`config.mk`:
```
export PLATFORM = sky130hd
export DESIGN_NAME = vml_isqrt
export DESIGN_NICKNAME = d
export VERILOG_FILES = /design/src/rtl/vml_pkg.sv /design/src/rtl/vml_isqrt.sv
export SDC_FILE = /design/constraint.sdc
export NUM_CORES = 2
export LEC_CHECK = 0
export BUFFER_PORTS_ARGS = -buffer_cell sky130_fd_sc_hd__buf_4
export CAP_MARGIN = 15
export CORE_ASPECT_RATIO = 1.75
export CORE_MARGIN = 2
export CORE_UTILIZATION = 65
export DETAILED_ROUTE_END_ITERATION = 16
export HOLD_SLACK_MARGIN = 0.08
export PLACE_DENSITY = 0.93
export SYNTH_ARGS = -nofsm -noshare
export SYNTH_HDL_FRONTEND = slang
export SYNTH_MEMORY_MAX_BITS = 65536
export SYNTH_SLANG_ARGS = --single-unit
```
`constraint.sdc`:
```
create_clock -name clk -period 7.67 [get_ports clk]
set_clock_uncertainty 0.1 [all_clocks]
set_input_delay 0.3835 -clock clk [delete_from_list [all_inputs] [get_ports clk]]
set_output_delay 0.3835 -clock clk [all_outputs]
set_load 0.05 [all_outputs]
```
`src/rtl/vml_pkg.sv`:
```
// Shared widths, step counts and codes for the vector magnitude limiter.
// No dependencies; imported by every module of the limiter.
`default_nettype none

package vml_pkg;

  localparam int unsigned DATA_W     = 32;  // Q16.16 vector and position parts
  localparam int unsigned LIMIT_W    = 31;  // unsigned Q15.16 limit
  localparam int unsigned KINDS      = 4;   // force, torque, velocity, ang. momentum
  localparam int unsigned RAD_W      = 64;  // sum of three squares
  localparam int unsigned ROOT_W     = 32;  // floor square root of RAD_W bits
  localparam int unsigned REM_W      = ROOT_W + 2;
  localparam int unsigned NUM_W      = 62;  // |v| * limit
  localparam int unsigned SQRT_STEPS = ROOT_W;
  localparam int unsigned DIV_STEPS  = DATA_W;

  // Configuration register indexes
  localparam logic [2:0] REG_LOWER_X = 3'd0;
  localparam logic [2:0] REG_LOWER_Y = 3'd1;
  localparam logic [2:0] REG_LOWER_Z = 3'd2;
  localparam logic [2:0] REG_UPPER_X = 3'd3;
  localparam logic [2:0] REG_UPPER_Y = 3'd4;
  localparam logic [2:0] REG_UPPER_Z = 3'd5;

  // Item actions
  localparam logic ACT_LOAD  = 1'b0;
  localparam logic ACT_CLAMP = 1'b1;

endpackage

`default_nettype wire

```
`src/rtl/vml_isqrt.sv`:
```
// Pipelined floor square root, one result bit per register stage.
// Depends on vml_pkg for widths and the step count.
`default_nettype none

module vml_isqrt import vml_pkg::*; (
  input  logic              clk,
  input  logic              en,
  input  logic [RAD_W-1:0]  rad,
  output logic [ROOT_W-1:0] root
);

  logic [RAD_W-1:0]  rad_q  [SQRT_STEPS];
  logic [REM_W-1:0]  rem_q  [SQRT_STEPS];
  logic [ROOT_W-1:0] root_q [SQRT_STEPS];
  logic [RAD_W-1:0]  rad_n  [SQRT_STEPS];
  logic [REM_W-1:0]  rem_n  [SQRT_STEPS];
  logic [ROOT_W-1:0] root_n [SQRT_STEPS];

  always_comb begin
    logic [RAD_W-1:0]  rad_c;
    logic [REM_W-1:0]  rem_c;
    logic [ROOT_W-1:0] root_c;
    logic [REM_W+1:0]  trial;
    logic [REM_W+1:0]  test;
    for (int k = 0; k < SQRT_STEPS; k++) begin
      if (k == 0) begin
        rad_c  = rad;
        rem_c  = '0;
        root_c = '0;
      end else begin
        rad_c  = rad_q[k-1];
        rem_c  = rem_q[k-1];
        root_c = root_q[k-1];
      end
      // bring down the next two radicand bits, try subtracting 4q+1
      trial = {rem_c, rad_c[RAD_W-1 -: 2]};
      test  = {2'b00, root_c, 2'b01};
      rad_n[k] = rad_c << 2;
      if (trial >= test) begin
        rem_n[k]  = REM_W'(trial - test);
        root_n[k] = {root_c[ROOT_W-2:0], 1'b1};
      end else begin
        rem_n[k]  = REM_W'(trial);
        root_n[k] = {root_c[ROOT_W-2:0], 1'b0};
      end
    end
  end

  always_ff @(posedge clk) begin
    if (en) begin
      for (int k = 0; k < SQRT_STEPS; k++) begin
        rad_q[k]  <= rad_n[k];
        rem_q[k]  <= rem_n[k];
        root_q[k] <= root_n[k];
      end
    end
  end

  assign root = root_q[SQRT_STEPS-1];

endmodule

`default_nettype wire

```
==> flow_summary.yaml <==
status:
  run_status: "finished clean"
clocking:
  cts_resized: 0
  insertion_delay_ps: 910
  clkSinkCount: 2523
  cts_tree: "done"
  path_clk_slew_ps: 80
  post_cts_buffers: 0
  cts_buffers: 219
  cts_htree_levels: 4
  clock_path_buffers: 4
  ctsRootBufferMaster: "clkbuf_16"
cells_and_area:
  syn_to_final_growth_pct: 10.0
  nNetsFinal: 9988
  layout.cells.non_filler: 11900
  fillers: 10900
  layout-drive-gt1-share_pct: 6.33
worst_setup_path:
  crit_fanout: 63
  r2r_end: "rem_q[1][509]$_DFFE_PP_"
  crit_path_end_kind: "flip-flop"
  r2r-start: "rem_q[1][443]$_DFFE_PP_"
  critPathArrivalTime_ps: 5710
  reg2reg_depth: 12
  start_kind: "flip-flop"
  rrSetupSlack_ps: 2410
  criticalPathCategory: "flip-flop to flip-flop"
  cp.required_ps: 8120
sta:
  slew_headroom_pct: 13.0
  setup_tns_ps: 0
  setup_violations: 0
  hold_violations: 0
  fin_ws_ps: 2410
  slew_viol_final: 0
  rsz0062_at_grt: "false"
  fin_crit_sh_pct: 68.6
  hold_slack_ps: 112
  period_minus_slack_ps: 5260
  tightest_slew_ps: 1270
  fmax_mhz: 190
routing:
  num_vias: 75000
  drc: 0
  wire_per_inst_um: 23.6
  antenna_left: 0
  via_per_inst: 6.29
  drtIter0Drc: 6534
  routed_wl_um: 281000
  firstDrtPassIters: 9
synth:
  async_flop_share_pct: 0
  synth_area_leaders: "edfxtp_1 (65%), ha_1 (6.0%), xor2_1 (3.2%), xnor2_1 (3.1%), inv_1 (2.3%)"
  synth-main-ff-cell: "edfxtp_1"
  netlist_area_mm2: 0.117
  synthesis.nets: 9666
  synth_top_area_cell: "edfxtp_1"
  ys_ff_latch: 2523
  syn_area_per_cell_um2: 13.0
  syn_inst: 9038
  ys_top_cells_by_count: "edfxtp_1 (2523), inv_1 (722), nand2_1 (679), ha_1 (562), a21oi_1 (537)"
  synth_most_common_cell: "edfxtp_1"
  ys_types: 89
  yosysSeqAreaShare_pct: 64.7
  yosysWarningCount: 0
  synth_top_cell_area_share_pct: 64.7
  synth_edf_count: 2523
job:
  cap_violations: 0
grt:
  grt_antenna_before_repair: 5
  first_global_vias: 78400
  grt.overflow.total: 0
  grt_use_total_pct: 30.0
  grt_start_max_net_pins: 201
  grt_first_pass_wirelength_um: 425000
place:
  dp_hpwl_um: 189000
  portBuffers: 97
  place_congestion: 1.01
  dp_cells: 11400
  dp_slack_ps: 2540
floorplan:
  fp.dieH_um: 565
  rows: 206
  start_util_pct: 65.3
  io_pins: 98
  core_area_mm2: 0.179
  die_w_um: 325
  die_area_mm2: 0.184
min_path:
  min_to: "rad_q[0][2]$_DFFE_PP_"
  holdPathStages: 2
  worstHoldPathType: "input port to flip-flop"
  hold_start: "rad[2]"
pwr:
  totalPowerFinal_uw: 37900
  max-vdd-ir-drop_mv: 0.353
  power_density_mw_per_mm2: 294
  leakage_uw: 0.0494
cells by family after synthesis:
kind of cell | after synthesis | share of synthesized area, %
other | 1 | 0.00320
adders and majority gates | 562 | 6.01
and+or+nand+nor | 2322 | 9.79
DFF | 2523 | 64.7
buffers and inverters | 891 | 2.88
AOI/OAI and AO/OA | 1829 | 9.66
xor gates and xnor gates | 841 | 6.29
muxes | 69 | 0.646
per-layer routing:
metal	share of wire (%)	track usage, %
met5	0.018	0
met4	11	27.6
met3	4.8	4.43
met2	55	58.8
met1	29	25.4
flip-flops by register name, indices dropped and copies added, names as in the netlist:
name	count
root_q	528
rem_q	1003
rad_q	992
what timing repair did:
item                                    CTS  global route
hold buffers                            100             0
endpoints found under the hold margin   146             0
endpoints found under the setup margin    0             0
layout by cell type (no fill, tap or decap), types with 102 or more instances in the layout:
cell and instances:
a21o_1 255, a21oi_1 535, buf_4 154, clkbuf_16 221
edfxtp_1 2523, ha_1 562, inv_1 722, nand2_1 679
nand2b_1 104, nand3_1 117, nand4_1 102, nor2_1 510
nor3_1 224, nor4_1 123, o21a_1 112, o21ai_0 513
or3_1 115, xnor2_1 410, xor2_1 431
where the power goes:
group          switching (µW)  internal, µW
registers                1140         17400
logic                    5040          3250
clock network            4970          6050
total                   11200         26700
metrics by stage:
| stage | area (µm²) | utilization [%] |
|---|---|---|
| 4_1_cts | 129000 | 71.8 |
| 5_1_grt | 129000 | 71.8 |
| 3_3_place_gp | 121000 | 67.3 |
| 3_5_place_dp | 121000 | 67.4 |
| 2_1_floorplan | 117000 | - |
| 6_report | 129000 | 71.8 |
cell type report:
class / instances / area (µm²) / share of cell area (%)
antenna: 2 / 5.00 / 0.00389
multi-input combinational: 5624 / 38000 / 29.5
clock inverter: 117 / 1200 / 0.935
clock buffer: 268 / 5710 / 4.43
timing repair buffer: 269 / 2390 / 1.86
tap: 2392 / 2990 / 2.32
inverter: 723 / 2710 / 2.11
sequential: 2523 / 75800 / 58.8
worst max path at each step:
stage	start	end
6_report	rem_q[1][443]$_DFFE_PP_	rem_q[1][509]$_DFFE_PP_
3_5_place_dp	rem_q[1][443]$_DFFE_PP_	rem_q[1][480]$_DFFE_PP_
2_1_floorplan	rem_q[0][248]$_DFFE_PP_	rem_q[0][300]$_DFFE_PP_
5_1_grt	rem_q[1][443]$_DFFE_PP_	rem_q[1][509]$_DFFE_PP_
4_1_cts	rem_q[1][443]$_DFFE_PP_	rem_q[1][509]$_DFFE_PP_
3_3_place_gp	root_q[1][417]$_DFFE_PP_	rem_q[1][480]$_DFFE_PP_
critical path: stages, from the launching register on:
cell	delay (ps)
edfxtp_1	410
ha_1	360
o21ai_0	290
a21oi_1	140
o311ai_0	550
nand2_1	320
a311oi_1	960
o21ai_0	560
a31oi_4	300
buf_4	510
inv_1	130
o211a_1	170
xor2_1	140
Power figures use the tool's default switching activity.
