`src/rtl/vml_pkg.sv`:
```
// Shared widths, step counts and codes for the vector magnitude limiter.
// No dependencies; imported by every module of the limiter.
`default_nettype none

package vml_pkg;

  localparam int unsigned DATA_W     = 32;  // Q16.16 vector and position parts
  localparam int unsigned LIMIT_W    = 31;  // unsigned Q15.16 limit
  localparam int unsigned KINDS      = 4;   // force, torque, velocity, ang. momentum
  localparam int unsigned RAD_W      = 64;  // sum of three squares
  localparam int unsigned ROOT_W     = 32;  // floor square root of RAD_W bits
  localparam int unsigned REM_W      = ROOT_W + 2;
  localparam int unsigned NUM_W      = 62;  // |v| * limit
  localparam int unsigned SQRT_STEPS = ROOT_W;
  localparam int unsigned DIV_STEPS  = DATA_W;

  // Configuration register indexes
  localparam logic [2:0] REG_LOWER_X = 3'd0;
  localparam logic [2:0] REG_LOWER_Y = 3'd1;
  localparam logic [2:0] REG_LOWER_Z = 3'd2;
  localparam logic [2:0] REG_UPPER_X = 3'd3;
  localparam logic [2:0] REG_UPPER_Y = 3'd4;
  localparam logic [2:0] REG_UPPER_Z = 3'd5;

  // Item actions
  localparam logic ACT_LOAD  = 1'b0;
  localparam logic ACT_CLAMP = 1'b1;

endpackage

`default_nettype wire

```
`src/rtl/vml_div.sv`:
```
// Pipelined restoring divider, one quotient bit per register stage.
// Quotient is known to fit DATA_W bits. Depends on vml_pkg.
`default_nettype none

module vml_div import vml_pkg::*; (
  input  logic              clk,
  input  logic              en,
  input  logic [NUM_W-1:0]  num,
  input  logic [ROOT_W-1:0] den,
  output logic [DATA_W-1:0] quo
);

  logic [ROOT_W-1:0] rem_q [DIV_STEPS];
  logic [DATA_W-1:0] low_q [DIV_STEPS];
  logic [DATA_W-1:0] quo_q [DIV_STEPS];
  logic [ROOT_W-1:0] den_q [DIV_STEPS];
  logic [ROOT_W-1:0] rem_n [DIV_STEPS];
  logic [DATA_W-1:0] low_n [DIV_STEPS];
  logic [DATA_W-1:0] quo_n [DIV_STEPS];
  logic [ROOT_W-1:0] den_n [DIV_STEPS];

  always_comb begin
    logic [ROOT_W-1:0] rem_c;
    logic [DATA_W-1:0] low_c;
    logic [DATA_W-1:0] quo_c;
    logic [ROOT_W-1:0] den_c;
    logic [ROOT_W:0]   trial;
    for (int k = 0; k < DIV_STEPS; k++) begin
      if (k == 0) begin
        // upper numerator bits are already below the divisor
        rem_c = ROOT_W'(num[NUM_W-1:DATA_W]);
        low_c = num[DATA_W-1:0];
        quo_c = '0;
        den_c = den;
      end else begin
        rem_c = rem_q[k-1];
        low_c = low_q[k-1];
        quo_c = quo_q[k-1];
        den_c = den_q[k-1];
      end
      trial    = {rem_c, low_c[DATA_W-1]};
      low_n[k] = low_c << 1;
      den_n[k] = den_c;
      if (trial >= {1'b0, den_c}) begin
        rem_n[k] = ROOT_W'(trial - {1'b0, den_c});
        quo_n[k] = {quo_c[DATA_W-2:0], 1'b1};
      end else begin
        rem_n[k] = ROOT_W'(trial);
        quo_n[k] = {quo_c[DATA_W-2:0], 1'b0};
      end
    end
  end

  always_ff @(posedge clk) begin
    if (en) begin
      for (int k = 0; k < DIV_STEPS; k++) begin
        rem_q[k] <= rem_n[k];
        low_q[k] <= low_n[k];
        quo_q[k] <= quo_n[k];
        den_q[k] <= den_n[k];
      end
    end
  end

  assign quo = quo_q[DIV_STEPS-1];

endmodule

`default_nettype wire

```
`config.mk`:
```
export PLATFORM = sky130hd
export DESIGN_NAME = vml_div
export DESIGN_NICKNAME = d
export VERILOG_FILES = /design/src/rtl/vml_pkg.sv /design/src/rtl/vml_div.sv
export SDC_FILE = /design/constraint.sdc
export NUM_CORES = 2
export LEC_CHECK = 0
export ABC_CLOCK_PERIOD_IN_PS = 3190
export BUFFER_PORTS_ARGS = -buffer_cell sky130_fd_sc_hd__buf_2
export CORE_ASPECT_RATIO = 0.6
export CORE_MARGIN = 2
export CORE_UTILIZATION = 55
export DETAILED_ROUTE_END_ITERATION = 12
export PLACE_DENSITY = 0.73
export SKIP_LAST_GASP = 1
export SYNTH_ARGS = -nofsm -noshare
export SYNTH_HDL_FRONTEND = slang
export SYNTH_SLANG_ARGS = --single-unit
```
`constraint.sdc`:
```
create_clock -name clk -period 3.19 [get_ports clk]
set_clock_uncertainty 0.15 [all_clocks]
set_input_delay 0.4785 -clock clk [delete_from_list [all_inputs] [get_ports clk]]
set_output_delay 0.4785 -clock clk [all_outputs]
set_load 0.1 [all_outputs]
```
==> impl_results.md <==
- H-tree Lvls: 5
- Die H: 414 um
- Yosys cell types: 107
- Longest Clk Path Bufs: 4
- Reg-to-reg critical path endpoint: rem_q[0][497]
- Routed length per placed instance: 26.4 um
- Starting density of the core: 55.3%
- Logic gate share of total power: 56.9%
- CP max FO: 6
- Max rail drop VDD: 707 uV
- DR vias: 123k
- Hold Path End: rem_q[0][0]
- Netlist Area Pre-Place: 0.154 mm^2
- Root buffer cell: clkbuf_16
- Worst Path Arrival: 4720 ps
- Worst Setup Start Kind: flop
- Total Power: 232 mW
- Routed Wire Length: 541 mm
- CTS clk-pin slew, worst paths: 80 ps
- Critical path class: reg2reg
- Final HPWL DP: 360 mm
- Initial antenna violation count: 30
- Final Wtd Congestion: 1.02
- PnR worst setup slack: -1070 ps
- Worst reg2reg setup slack: -1070 ps
- Clock share of power: 15.4%
- Violated checks: negative setup slack
- Data required, critical path: 3650 ps
- Post-synth EDFFs: 3,008
- Seq/Total Area, Yosys: 58.5%
- Vias in the first global route: 114k
- DRC violations left: 0
- Final worst-path cycle share: 134%
- Finished Cell Area: 0.209 mm^2
- Cell Int Power: 142 mW
- RSZ-0062 raised after global routing: true
- Ports: 128
- Pwr per Cell Area: 1110 mW/mm^2
- Syn Area/Cell: 12.3 um^2
- Vias per std cell: 6.02
- Top-count cell post-synth: edfxtp_1
- Grt total ovfl: 0
- Die area: 0.285 mm^2
- Iter 0 DRT Violations: 17.3k
- Post-route ant nets: 0
- Largest net degree at the start of global routing: 125
- Fraction of layout cells with a size suffix above 1: 35.2%
- Lkg Pwr: 89.8 nW
- CTS tree: built
- Highest Clock Rate: 0.235 GHz
- Area Overhead vs Synth: 35.6%
- Worst Tran Pin Value: 1310 ps
- Mapped Nets: 13.7k
- R2R depth: 16
- Setup-failing EPs final: 995
- R2r startpoint: rem_q[0][451]
- # fillers: 17.5k
- Switching Fraction: 38.9%
- PortBufs: 127
- CP Capture Type: flop
- Hold Crit Class: in2reg
- Hold wc startpoint: den[0]
- Switching power: 90.1 mW
- Post-synthesis cell count: 12.5k
- Main area contributors after synthesis: edfxtp_1, ha_1, mux2_2, inv_1, a21oi_1
- Yosys reg bits: 3,008
- Slew Viols, Final: 0
- YS warnings: 0
- Status: finished, violations left
- Final Net Count: 17.7k
- TritonRoute pass-1 iters: 6
- CTS buffer count: 295
- Rows: 150
- Synth top area share: 58.5%
- Final hold viol count: 0
- Relative slew margins: 12.7%
- Async set or reset register ratio after synthesis: 0%
- DP Area: 0.185 mm^2
- Top_reg_cell synth: edfxtp_1
- Top cells by count, synth: edfxtp_1, inv_1, ha_1
- Max-Cap Viols: 0
- Sequential power share: 27.6%
- Worst hold stages: 4
- Dominant cell type by area after synthesis: edfxtp_1
- Clk_lat worst skew: 940 ps
- CTS sink cnt: 3,008
- Post-route minimum period: 4260 ps
- Total GRT Usage: 34.6%
- First-pass GRT wire length: 738 mm
- Die Wd: 688 um
- Core area: 0.279 mm^2
==> cells by family after synthesis <==
family / share of synthesized area (%)
multiplexers: 3.87
buffers and inverters: 3.86
AO/OA/AOI/OAI: 12.8
adder cells (fa/ha/maj): 8.69
flip-flops: 58.5
XOR/XNOR: 4.76
AND/OR/NAND/NOR: 7.52
==> flip-flops by register name (all words and copies together) (netlist names) <==
signal and count:
den_q 992, low_q 496, quo_q 528, rem_q 992
==> cell type report <==
type | instances | area, um^2 | area share, %
clock inverter | 176 | 1730 | 0.825
clock buffer | 344 | 7630 | 3.65
sequential | 3008 | 90300 | 43.2
timing repair buffer | 3970 | 33400 | 16.0
tap | 3724 | 4660 | 2.23
inverter | 1281 | 4840 | 2.31
antenna | 37 | 92.6 | 0.0442
multi-input combinational | 7969 | 66600 | 31.8
==> power groups by stage <==
| stage | sequential (mW) | clock (mW) | combinational (mW) |
|---|---|---|---|
| after floorplan | 60.6 | 0 | 60.6 |
| after global placement | 63.7 | 0 | 100 |
| after detailed placement | 63.8 | 0 | 103 |
| after CTS | 63.3 | 35.8 | 113 |
| after global routing | 64.5 | 37.5 | 139 |
| final | 64.1 | 35.8 | 132 |
==> worst max path at each step <==
| stage | depth (start not counted) | from | endpoint |
|---|---|---|---|
| 6_report | 16 | rem_q[0][451] | rem_q[0][497] |
| 5_1_grt | 17 | den_q[0][450] | rem_q[0][497] |
| 4_1_cts | 16 | den_q[0][385] | rem_q[0][436] |
| 3_5_place_dp | 15 | den_q[0][402] | rem_q[0][436] |
| 3_3_place_gp | 14 | rem_q[0][401] | rem_q[0][433] |
| 2_1_floorplan | 15 | den_q[0][449] | rem_q[0][504] |
==> routing by layer <==
metal / part of all wire [%] / wire [um] / track usage [%]
met1: 45 / 245000 / 57.0
met4: 2.2 / 11900 / 6.38
met2: 37 / 198000 / 41.5
met5: 0.13 / 717 / 1.30
met3: 16 / 84700 / 13.9
==> timing repair <==
action / CTS / global route
endpoints found under the setup margin: 993 / 1022
cloned: 30 / 39
hold buffers: 94 / 1
hold endpoints to repair: 113 / 1
buffers inserted: 250 / 339
pin swaps: 243 / 416
gates resized for setup: 644 / 1248
==> critical path, cell delays in order, from the launching register on <==
cell	delay (ps)
edfxtp_1	450
ha_1	350
o21ai_0	420
a211oi_1	190
o31ai_2	120
buf_4	180
nand4b_1	150
a21o_1	230
a21o_1	230
a221oi_2	230
buf_4	180
nor2_2	40
o21ai_2	140
o211a_4	230
buf_8	150
clkbuf_16	180
mux2_1	330
==> cell usage in the layout (no fill, tap or decap), types with 98 or more instances in the layout <==
cell	netlist	routed
xor2_1	333	330
nor2b_1	153	112
ha_1	1023	872
xnor2_1	506	498
o21ai_2	5	102
nand4_1	157	157
nand2_1	732	668
nor2_1	597	521
clkbuf_16	0	330
a21oi_2	2	106
nand3_1	204	178
a21o_1	535	532
o21ai_0	722	547
edfxtp_1	3008	3008
buf_12	0	150
buf_4	6	3373
nor3_1	109	98
buf_2	59	127
inv_1	1281	1208
mux2_4	3	291
o21bai_1	138	127
ha_4	0	135
a21oi_1	951	807
nand2b_1	129	123
buf_6	12	124
mux2_2	469	198
o21a_1	132	126
==> per-stage QoR <==
step	std cells	setup slack (ps)	utilization, %	hold slack [ps]	TNS, ps
after global routing	20500	-1160	75.0	34.9	-558750
after floorplan	12500	-281	-	250	-20900
after CTS	20100	-841	72.1	17.8	-452040
final	20500	-1070	75.0	52.6	-505380
after global placement	19300	-1050	66.3	250	-512780
after detailed placement	19300	-1080	66.3	255	-578180
Power figures use the tool's default switching activity.
